<file path="src/design/assert_macros.svh">
`ifndef ASSERT_MACROS_SVH
`define ASSERT_MACROS_SVH

// Both macros clock on i_clk and are off while i_rst_n is low.

`define DMPC_ASSERT(label, expr, msg) \
    label: assert property (@(posedge i_clk) disable iff (!i_rst_n) (expr)) \
        else $error(msg);

`define DMPC_ASSERT_NEXT(label, ante, cons, msg) \
    label: assert property (@(posedge i_clk) disable iff (!i_rst_n) (ante) |=> (cons)) \
        else $error(msg);

`endif

</file>
<file path="src/design/dmpc_pkg.sv">
package dmpc_pkg;

    localparam int unsigned KEY_W      = 64;
    localparam int unsigned KIND_W     = 2;
    localparam int unsigned AGE_W      = 8;
    localparam int unsigned PAY_PORT_W = 32;

    localparam int unsigned TABLE_ENTRIES_DEF = 65536;
    localparam int unsigned PAYLOAD_BITS_DEF  = 32;

    // Key reduction for table sizes that are not a power of two.
    localparam int unsigned RED_DIGIT_W = 4;
    localparam int unsigned RED_STEPS   = KEY_W / RED_DIGIT_W;

    localparam logic [KIND_W-1:0] KIND_EXACT       = 2'd0;
    localparam logic [AGE_W-1:0]  AGE_MARGIN_RESET = 8'd20;
    localparam logic [KEY_W-1:0]  EMPTY_KEY        = '0;

    localparam logic CMD_FIND   = 1'b0;
    localparam logic CMD_INSERT = 1'b1;

    typedef enum logic [2:0] {
        ST_CLEAR,
        ST_IDLE,
        ST_REDUCE,
        ST_LOOKUP,
        ST_DECIDE
    } t_state;

    typedef struct packed {
        logic clear_we;
        logic load_item;
        logic red_step;
        logic rd_input;
        logic rd_slot;
        logic commit;
    } t_dp_cmd;

    typedef struct packed {
        logic clear_last;
        logic out_free;
    } t_dp_status;

endpackage

</file>
<file path="src/design/dmpc_ctrl.sv">
`include "assert_macros.svh"

module dmpc_ctrl #(
    parameter int unsigned TABLE_ENTRIES = dmpc_pkg::TABLE_ENTRIES_DEF
) (
    input  logic                 i_clk,
    input  logic                 i_rst_n,
    input  logic                 i_req_valid,
    output logic                 o_req_ready,
    input  dmpc_pkg::t_dp_status i_status,
    output dmpc_pkg::t_dp_cmd    o_cmd
);

    localparam bit          POW2     = (TABLE_ENTRIES & (TABLE_ENTRIES - 1)) == 0;
    localparam int unsigned CNT_W    = $clog2(dmpc_pkg::RED_STEPS);
    localparam logic [CNT_W-1:0] RED_LAST = CNT_W'(dmpc_pkg::RED_STEPS - 1);

    dmpc_pkg::t_state r_state;
    dmpc_pkg::t_state n_state;
    logic [CNT_W-1:0] r_red_cnt;
    logic [CNT_W-1:0] n_red_cnt;

    always_ff @(posedge i_clk) begin
        if (!i_rst_n) begin
            r_state   <= dmpc_pkg::ST_CLEAR;
            r_red_cnt <= '0;
        end else begin
            r_state   <= n_state;
            r_red_cnt <= n_red_cnt;
        end
    end

    always_comb begin
        n_state   = r_state;
        n_red_cnt = r_red_cnt;
        unique case (r_state)
            dmpc_pkg::ST_CLEAR: begin
                if (i_status.clear_last) begin
                    n_state = dmpc_pkg::ST_IDLE;
                end
            end
            dmpc_pkg::ST_IDLE: begin
                if (i_req_valid) begin
                    n_red_cnt = '0;
                    if (POW2) begin
                        n_state = dmpc_pkg::ST_DECIDE;
                    end else begin
                        n_state = dmpc_pkg::ST_REDUCE;
                    end
                end
            end
            dmpc_pkg::ST_REDUCE: begin
                n_red_cnt = r_red_cnt + 1'b1;
                if (r_red_cnt == RED_LAST) begin
                    n_state = dmpc_pkg::ST_LOOKUP;
                end
            end
            dmpc_pkg::ST_LOOKUP: begin
                n_state = dmpc_pkg::ST_DECIDE;
            end
            dmpc_pkg::ST_DECIDE: begin
                if (i_status.out_free) begin
                    n_state = dmpc_pkg::ST_IDLE;
                end
            end
            default: begin
                n_state = dmpc_pkg::ST_CLEAR;
            end
        endcase
    end

    always_comb begin
        o_cmd       = '0;
        o_req_ready = 1'b0;
        unique case (r_state)
            dmpc_pkg::ST_CLEAR: begin
                o_cmd.clear_we = 1'b1;
            end
            dmpc_pkg::ST_IDLE: begin
                o_req_ready     = 1'b1;
                o_cmd.load_item = i_req_valid;
                // With a power-of-two table the slot is a slice of the key,
                // so the read goes out in the cycle the item is taken.
                o_cmd.rd_input  = i_req_valid && POW2;
            end
            dmpc_pkg::ST_REDUCE: begin
                o_cmd.red_step = 1'b1;
            end
            dmpc_pkg::ST_LOOKUP: begin
                o_cmd.rd_slot = 1'b1;
            end
            dmpc_pkg::ST_DECIDE: begin
                o_cmd.commit = i_status.out_free;
            end
            default: begin
                o_cmd = '0;
            end
        endcase
    end

    `DMPC_ASSERT_NEXT(a_decide_waits, (r_state == dmpc_pkg::ST_DECIDE) && !i_status.out_free, r_state == dmpc_pkg::ST_DECIDE, "decision left while output register busy")
    `DMPC_ASSERT_NEXT(a_clear_once, r_state != dmpc_pkg::ST_CLEAR, r_state != dmpc_pkg::ST_CLEAR, "clearing pass restarted without reset")

endmodule

</file>
<file path="config.mk">
export PLATFORM = sky130hd
export DESIGN_NAME = dmpc_ctrl
export DESIGN_NICKNAME = d
export VERILOG_FILES = /design/src/design/dmpc_pkg.sv /design/src/design/dmpc_ctrl.sv
export VERILOG_INCLUDE_DIRS = /design/src /design/src/design
export SDC_FILE = /design/constraint.sdc
export NUM_CORES = 1
export LEC_CHECK = 0
export BUFFER_PORTS_ARGS = -buffer_cell sky130_fd_sc_hd__buf_4
export CELL_PAD_IN_SITES_DETAIL_PLACEMENT = 1
export CELL_PAD_IN_SITES_GLOBAL_PLACEMENT = 2
export CORE_UTILIZATION = 27
export CTS_BUF_LIST = sky130_fd_sc_hd__clkbuf_2
export CTS_CLUSTER_DIAMETER = 60
export CTS_CLUSTER_SIZE = 40
export DETAILED_ROUTE_END_ITERATION = 10
export GPL_TIMING_DRIVEN = 0
export PLACE_DENSITY = 0.84
export SLEW_MARGIN = 20
export SYNTH_ARGS = -nofsm -noshare
export SYNTH_HDL_FRONTEND = slang
export SYNTH_SLANG_ARGS = --single-unit
</file>
<file path="constraint.sdc">
create_clock -name i_clk -period 1.2 [get_ports i_clk]
set_input_delay 0.06 -clock i_clk [delete_from_list [all_inputs] [get_ports i_clk]]
set_output_delay 0.06 -clock i_clk [all_outputs]
set_load 0.05 [all_outputs]
</file>
==> results of run 1 <==
## cell families after synthesis
kind of cell / count (synthesis) / synth area share, %
buf+inv: 6 / 9.593
simple gates: 21 / 33.14
flops: 7 / 32.56
compound gates: 10 / 21.80
fa+ha+maj: 1 / 2.907
## synth_stat cells, drive strengths merged
library cell  number
or2b               1
o21bai             1
o31a               1
or4b               1
nand4bb            1
inv                3
nand3b             2
dfxtp              7
nand2b             2
a21oi              3
nand3              2
a211oi             1
buf                3
and2               2
nor3b              1
a41oi              1
nand2              3
a311oi             2
and4bb             1
ha                 1
nor3               1
nor2               4
o32ai              1
## registers in the layout (all words and copies together) (netlist names)
signal and cells:
r_state 3, r_red_cnt 4
## report_power, final
group          switching, mW  internal [mW]
Clock                 0.0890         0.0886
Sequential            0.0144          0.234
Combinational         0.0908         0.0754
Total                  0.194          0.398
## per-stage QoR
stage | area, µm² | setup slack [ns] | TNS (ns) | utilization, % | total power, mW
floorplan | 437.9 | -0.05245 | -0.1906 | - | 0.3378
global placement | 540.5 | -0.06196 | -0.1396 | 36.30 | 0.3767
detailed placement | 540.5 | -0.07781 | -0.1968 | 36.30 | 0.3782
CTS | 653.1 | -0.05690 | -0.1448 | 43.87 | 0.5805
global route | 693.2 | -0.06961 | -0.3141 | 46.55 | 0.6220
finish | 693.2 | -0.02062 | -0.04492 | 46.55 | 0.5927
## critical path, stage by stage, from the launching register on
cell	delay, ns
dfxtp_4	0.38
nor3b_4	0.24
or2b_1	0.28
a311oi_2	0.24
## final timing paths
kind                       end    startpoint  depth (start not counted)
hold / removal      r_state[1]       i_rst_n                          2
hold reg to reg   r_red_cnt[3]  r_red_cnt[3]                          1
setup reg to reg  r_red_cnt[2]    r_state[0]                          3
setup / recovery  r_red_cnt[2]    r_state[0]                          3
## layout by cell type, fill, tap and decap left out, types with 3 or more instances in the layout
master and n:
dfxtp_1 4, a21oi_1 3, buf_6 8, buf_4 9
nand2_1 3, dfxtp_4 3, clkbuf_2 4
## area by class of cell
| class | count | area share (%) |
|---|---|---|
| timing repair buffer | 17 | 23.83 |
| multi-input combinational | 32 | 43.32 |
| buffer | 2 | 3.249 |
| tap | 16 | 2.888 |
| clock buffer | 4 | 2.888 |
| inverter | 3 | 1.986 |
| sequential | 7 | 21.84 |
## metal layers
metal  vias up  wire length [µm]  share of wire [%]
li1        205                 -                  -
met1       208               461                 38
met2        13               679                 56
met3         4                42                3.4
met4         0                35                2.9
met5         -                 0                  0
## what timing repair did
item | CTS | global route
setup buffers | 4 | 1
cloned | 1 | 0
pin swaps | 3 | 2
gates resized for setup | 14 | 14
endpoints found under the setup margin | 9 | 12
==> flow_summary.yaml, run 1 <==
detailed_routing:
  wire_per_inst_um: 15.04
  viasPerCell: 5.309
  ant_nets: 0
  drtPass1Iterations: 1
  vias: 430
  routed_wl_mm: 1.218
  drc_errors: 0
  drtIter0Drc: 0
setup_path:
  cp-end-kind: "flip-flop"
  path_max_fanout: 6
  cp.required_ns: 1.35
  worst_ep_arrival_time_ns: 1.37
  regToRegSetupSlack_ns: -0.02
  critPathKind: "reg2reg"
  start_kind: "flip-flop"
sta:
  rsz0062_at_grt: "yes"
  whs_ns: 0.04723
  tightest_slew_ns: 0.2663
  min_period_over_period_pct: 101.7
  fin_worst_skew_ns: 0.003013
  fmax_ghz: 0.8193
  period_needed_ns: 1.221
  setup_viol: 3
  final_hold_viol_count: 0
  setup_ws_ns: -0.02062
  slew_headroom_pct: 82.23
  finalMaxSlewViolations: 0
floorplanning:
  coreArea_mm2: 0.001489
  io_pins: 12
  rows: 14
  fp.dieArea_mm2: 0.001758
  die_x_um: 41.93
  initial_core_util_pct: 28.91
  die_h_um: 41.93
final_layout:
  fin_cells: 81
  multi_input_area_um2: 300.3
  nets: 72
  n_antenna_cell: 0
  seqCellArea_um2: 151.4
  nFillCells: 164
  areaGrowthSynthToFinish_pct: 61.05
  drive_gt1_share_pct: 60.00
synth:
  syn-num-nets: 51
  ys_warn_count: 0
  synthesis.area_um2: 430.4
  syn_inst: 45
  synth_cell_types: 25
  yosys.area.top_type: "dfxtp_1"
  synthTopCellsByArea: "dfxtp_1 33%, a311oi_2 7.0%, buf_6 5.2%"
  yosys.area.top_type_share_pct: 32.56
  syn_avg_cell_area_um2: 9.565
  synth.yosys.seq_area_share_pct: 32.56
  synth-seq-cells: 7
placement:
  dp.cells: 72
  hpwlAfterDp_um: 679.4
  routabilityCongestion: 0.6659
  port_buffers: 11
clocking:
  cts-hold-fix-buffers: 0
  clkLatencyLatePin_ns: 0.23
  clock_path_buffers: 2
  clkTransAtPathRegs_ns: 0.07
  cts_htree_levels: 1
  clock-sinks: 7
  cts_root_buf: "clkbuf_2"
  numCtsBuffers: 3
  cts_tree: "yes"
pwr:
  p_leak_nw: 0.2672
  p_per_area_mw_per_mm2: 855.0
  peakVddDrop_mv: 0.5728
grt:
  antenna_found_initial: 0
  grt_use_met1_pct: 15.09
  grt-busiest-layer: "met2"
  grt_max_degree: 10
  overflow: 0
  grt_use_total_pct: 14.20
  grt_pass1_wl_mm: 1.897
  grt_pass1_vias: 462
  met3_usage_pct: 1.739
  use_met2_pct: 25.62
min_path:
  min_path_type: "in2reg"
flow_run:
  drv_cap: 0
outcome:
  status: "complete, but fails checks"
  violations: "negative setup slack"
No activity file was read; power rests on OpenSTA's default activity.
==> run 2, diff against run 1 <==
CORE_UTILIZATION = 25   (was 27)
CTS_BUF_LIST = not set   (was sky130_fd_sc_hd__clkbuf_2)
PLACE_DENSITY = 0.79   (was 0.84)
==> run 2 against run 1 <==
Compared with the run above: the run ends with design-rule violations, negative setup slack left; final cell count unchanged; critical path depth grew 1; final area is the same; via count shrank 5.1%; sequential power about the same; first-iteration DRC count increased by 6; critical endpoint is now o_cmd[4]; largest power group unchanged.
==> flow_summary.yaml, run 2 (synthesis results as in run 1) <==
floorplanning:
  fp.dieArea_mm2: 0.001891
  io_pins: 12
  rows: 14
  coreArea_mm2: 0.001559
  die_h_um: 43.49
  initial_core_util_pct: 27.61
  die_x_um: 43.49
sta:
  slew_headroom_pct: 83.67
  finalMaxSlewViolations: 0
  min_period_over_period_pct: 103.2
  rsz0062_at_grt: "yes"
  setup_ws_ns: -0.03792
  fin_worst_skew_ns: 0.002993
  tightest_slew_ns: 0.2447
  period_needed_ns: 1.238
  fmax_ghz: 0.8078
  setup_viol: 2
  final_hold_viol_count: 0
placement:
  hpwlAfterDp_um: 684.3
  routabilityCongestion: 0.6568
  port_buffers: 11
  place_ws_ns: -0.08264
  placed_area_um2: 540.5
detailed_routing:
  viasPerCell: 5.037
  vias: 408
  drtIter0Drc: 6
  drtPass1Iterations: 8
  ant_nets: 0
  wire_per_inst_um: 14.01
  routed_wl_mm: 1.135
  drc_errors: 2
grt:
  grt_max_degree: 10
  antenna_found_initial: 0
  grt_pass1_wl_mm: 1.828
  grt_pass1_vias: 404
  grt_use_total_pct: 13.19
  overflow: 0
clocking:
  clock-sinks: 7
  clock_path_buffers: 2
  numCtsBuffers: 3
  cts_root_buf: "clkbuf_4"
  cts_htree_levels: 1
  cts_tree: "yes"
  clkTransAtPathRegs_ns: 0.05
  clkLatencyLatePin_ns: 0.25
setup_path:
  cp-end-kind: "output pin"
  path_max_fanout: 8
  cp.required_ns: 1.14
  worst_ep_arrival_time_ns: 1.18
  regToRegSetupSlack_ns: 0.02
  worstReg2RegEnd: "r_red_cnt[2]"
  r2r-start: "r_state[0]"
  start_kind: "flip-flop"
  critPathKind: "reg2out"
  r2r_cells: 3
final_layout:
  regMostFlops: "r_red_cnt"
  largest_reg_flops: 4
  drive_gt1_share_pct: 56.92
  final_common_cell: "buf_4"
  areaGrowthSynthToFinish_pct: 61.05
  stdcell_area_um2: 693.2
  reg_top3: "r_red_cnt x4, r_state x3"
  nets: 72
  layout_common_cells: "9 x buf_4, 8 x buf_6, 4 x dfxtp_1"
  n_antenna_cell: 0
min_path:
  min_path_type: "in2reg"
  hold_start: "i_rst_n"
  min_to: "r_state[1]"
  hold_depth: 2
pwr:
  finalPower_uw: 631.7
  peakVddDrop_mv: 0.5059
  p_per_area_mw_per_mm2: 911.4
  p_leak_nw: 0.2616
outcome:
  status: "complete, but fails checks"
  violations: "design-rule violations, negative setup slack"
flow_run:
  drv_cap: 0
==> run 2: cell counts in the layout (fill, tap and decap cells not counted) <==
Identical to the previous run, type by type.
==> run 2: worst max-delay path by stage <==
stage | start | to | slack [ns] | cells past startpoint
after CTS | r_state[1] | o_cmd[3] | -0.07 | 4
after global routing | r_state[0] | o_cmd[4] | -0.09 | 5
after floorplan | r_state[1] | r_red_cnt[3] | -0.05 | 5
after global placement | r_state[1] | r_red_cnt[3] | -0.06 | 5
final | r_state[2] | o_cmd[4] | -0.04 | 4
after detailed placement | r_state[1] | r_red_cnt[3] | -0.08 | 5
==> run 2: worst max-delay path, stage by stage, from the launching register on <==
cell and delay, ns:
dfxtp_4 0.38, nand4bb_4 0.25, inv_4 0.08, buf_6 0.09, buf_8 0.13
==> run 2: metal layers <==
layer / global-route usage [%] / routed length [µm]
met5: 0 / 0
met4: 9.375 / 8
met3: 2.500 / 37
met2: 22.12 / 617
met1: 14.94 / 471
==> run 2: power breakdown <==
part	leakage, nW	internal, mW	switching, mW
clock network	0.0150	0.127	0.0885
logic	0.188	0.0772	0.0909
registers	0.0589	0.235	0.0131
==> run 2: cell type report <==
type,instances,area (µm²)
Fill cell,177,865.8
Timing Repair Buffer,17,165.2
Clock buffer,4,26.28
Tap cell,16,20.02
Buffer,2,22.52
Sequential cell,7,151.4
Multi-Input combinational cell,32,294.0
Inverter,3,13.76
==> run 2: per-stage QoR <==
step                      util, %  cells  TNS (ns)  hold slack, ns
after floorplan                 -     45   -0.1906          0.1817
after global placement      34.67     72   -0.1304          0.2850
after detailed placement    34.67     72   -0.2029          0.2874
after CTS                   41.49     80   -0.1518         0.02224
after global routing        44.46     81   -0.3493         0.01853
final                       44.46     81  -0.04445         0.03057
==> run 2: what timing repair did <==
action	CTS	global route
cloned	1	0
resized for setup	12	15
endpoints found under the setup margin	9	12
hold buffers	0	0
buffers inserted	3	2
hold endpoints to repair	0	0
pin swaps	4	3
==> run 3, diff against run 2 <==
CORE_ASPECT_RATIO = 1.2   (was not set)
PLACE_DENSITY = not set   (was 0.79)
PLACE_DENSITY_LB_ADDON = 0.08   (was not set)
==> run 3 against run 2 <==
Compared with the run above: largest cell class unchanged; clock skew is 0.0020 ns lower; largest power group unchanged; via count is 0.74% lower; clock power about the same; the run ends with negative setup slack left.
==> flow_summary.yaml, run 3 (synthesis results as in run 1) <==
grt:
  grt_max_degree: 10
  grt_use_total_pct: 14.18
  grt_pass1_wl_mm: 1.800
  overflow: 0
  grt_pass1_vias: 442
  antenna_found_initial: 0
setup_path:
  worst_ep_arrival_time_ns: 1.17
  path_max_fanout: 6
  worstReg2RegEnd: "r_red_cnt[2]"
  cp-end-kind: "output pin"
  cp.required_ns: 1.14
  start_kind: "flip-flop"
  r2r-start: "r_state[0]"
  critPathKind: "reg2out"
  r2r_cells: 3
  regToRegSetupSlack_ns: -0.01
floorplanning:
  initial_core_util_pct: 26.54
  rows: 16
  coreArea_mm2: 0.001622
  die_h_um: 47.45
  fp.dieArea_mm2: 0.001892
  io_pins: 12
  die_x_um: 39.88
flow_run:
  drv_cap: 0
detailed_routing:
  drc_errors: 0
  viasPerCell: 4.939
  drtPass1Iterations: 3
  routed_wl_mm: 1.148
  ant_nets: 0
  vias: 405
  drtIter0Drc: 5
  wire_per_inst_um: 14.00
sta:
  fmax_ghz: 0.8103
  setup_ws_ns: -0.03406
  setup_viol: 4
  min_period_over_period_pct: 102.8
  period_needed_ns: 1.234
  rsz0062_at_grt: "yes"
  final_hold_viol_count: 0
  slew_headroom_pct: 81.85
  finalMaxSlewViolations: 0
  whs_ns: 0.03328
  tightest_slew_ns: 0.2720
  fin_worst_skew_ns: 0.001015
outcome:
  status: "complete, but fails checks"
  violations: "negative setup slack"
min_path:
  min_to: "r_state[1]"
  min_path_type: "in2reg"
  hold_depth: 2
  hold_start: "i_rst_n"
final_layout:
  regMostFlops: "r_red_cnt"
  areaGrowthSynthToFinish_pct: 56.69
  fin_cells: 82
  final_util_pct: 41.59
  largest_reg_flops: 4
  drive_gt1_share_pct: 54.69
  nFillCells: 186
  final_common_cell: "buf_4"
  reg_top3: "r_red_cnt x4, r_state x3"
  n_antenna_cell: 0
  nets: 71
  layout_common_cells: "9 x buf_4, 7 x buf_6, 4 x dfxtp_1"
clocking:
  numCtsBuffers: 3
  cts_root_buf: "clkbuf_4"
  clkTransAtPathRegs_ns: 0.05
  cts_htree_levels: 1
  clkLatencyLatePin_ns: 0.25
  clock-sinks: 7
  cts_tree: "yes"
  cts-hold-fix-buffers: 0
  clock_path_buffers: 2
pwr:
  p_per_area_mw_per_mm2: 911.6
  p_leak_nw: 0.2564
  peakVddDrop_mv: 0.6650
placement:
  port_buffers: 11
  place_ws_ns: -0.1063
  hpwlAfterDp_um: 816.9
  routabilityCongestion: 0.6601
  dp.cells: 74
[run 3: changes by cell type in the layout (fill, tap and decap cells not counted)]
| cell | previous run | this run |
|---|---|---|
| a211oi_1 | 1 | 0 |
| a211oi_2 | 0 | 1 |
| buf_6 | 8 | 7 |
| nand2b_1 | 0 | 1 |
| nand2b_4 | 2 | 1 |
| nor2_1 | 2 | 3 |
| nor2_4 | 1 | 0 |
[run 3: worst max path at each step]
stage	from	endpoint	slack [ns]	cells after the start
after CTS	r_state[1]	o_cmd[3]	-0.09	4
after floorplan	r_state[1]	r_red_cnt[3]	-0.05	5
final	r_state[0]	o_cmd[3]	-0.03	3
after global routing	r_state[0]	o_cmd[1]	-0.1	4
after global placement	r_state[1]	r_red_cnt[3]	-0.06	5
after detailed placement	r_state[1]	r_red_cnt[3]	-0.11	5
[run 3: final cells by class]
class / count / area (µm²) / area share [%]
clock buffer: 4 / 26.28 / 3.896
multi-input combinational: 32 / 284.0 / 42.11
timing repair buffer: 16 / 153.9 / 22.82
tap: 18 / 22.52 / 3.340
buffer: 2 / 22.52 / 3.340
sequential: 7 / 151.4 / 22.45
inverter: 3 / 13.76 / 2.041
[run 3: report_power, final]
group	internal, mW	total (mW)	switching, mW
clock network	0.127	0.214	0.0871
logic	0.0680	0.153	0.0853
registers	0.235	0.247	0.0125
total	0.430	0.615	0.185
[run 3: layer usage]
layer	wire length [µm]	GRT usage [%]	vias to the layer above	part of all wire (%)
met5	0	0	-	0
met1	456	14.33	196	40
met2	654	27.10	9	57
li1	-	-	200	-
met4	0	6.207	0	0
met3	37	2.791	0	3.2
[run 3: repair_timing]
action,CTS,global route
resized for setup,17,7
setup endpoints to repair,9,12
buffers inserted,4,1
pin swaps,5,2
cloned,1,0
[run 3: critical path, cell delays in order, from the launching register on]
cell	delay, ns
dfxtp_4	0.37
nor3b_4	0.25
buf_6	0.16
buf_8	0.14
[run 3: per-stage QoR]
| stage | area [µm²] | setup TNS [ns] | total power, mW |
|---|---|---|---|
| floorplan | 437.9 | -0.1906 | 0.3378 |
| global placement | 543.0 | -0.1222 | 0.3753 |
| detailed placement | 543.0 | -0.2674 | 0.3799 |
| CTS | 673.1 | -0.2449 | 0.6186 |
| global route | 674.4 | -0.4606 | 0.6455 |
| finish | 674.4 | -0.09125 | 0.6148 |
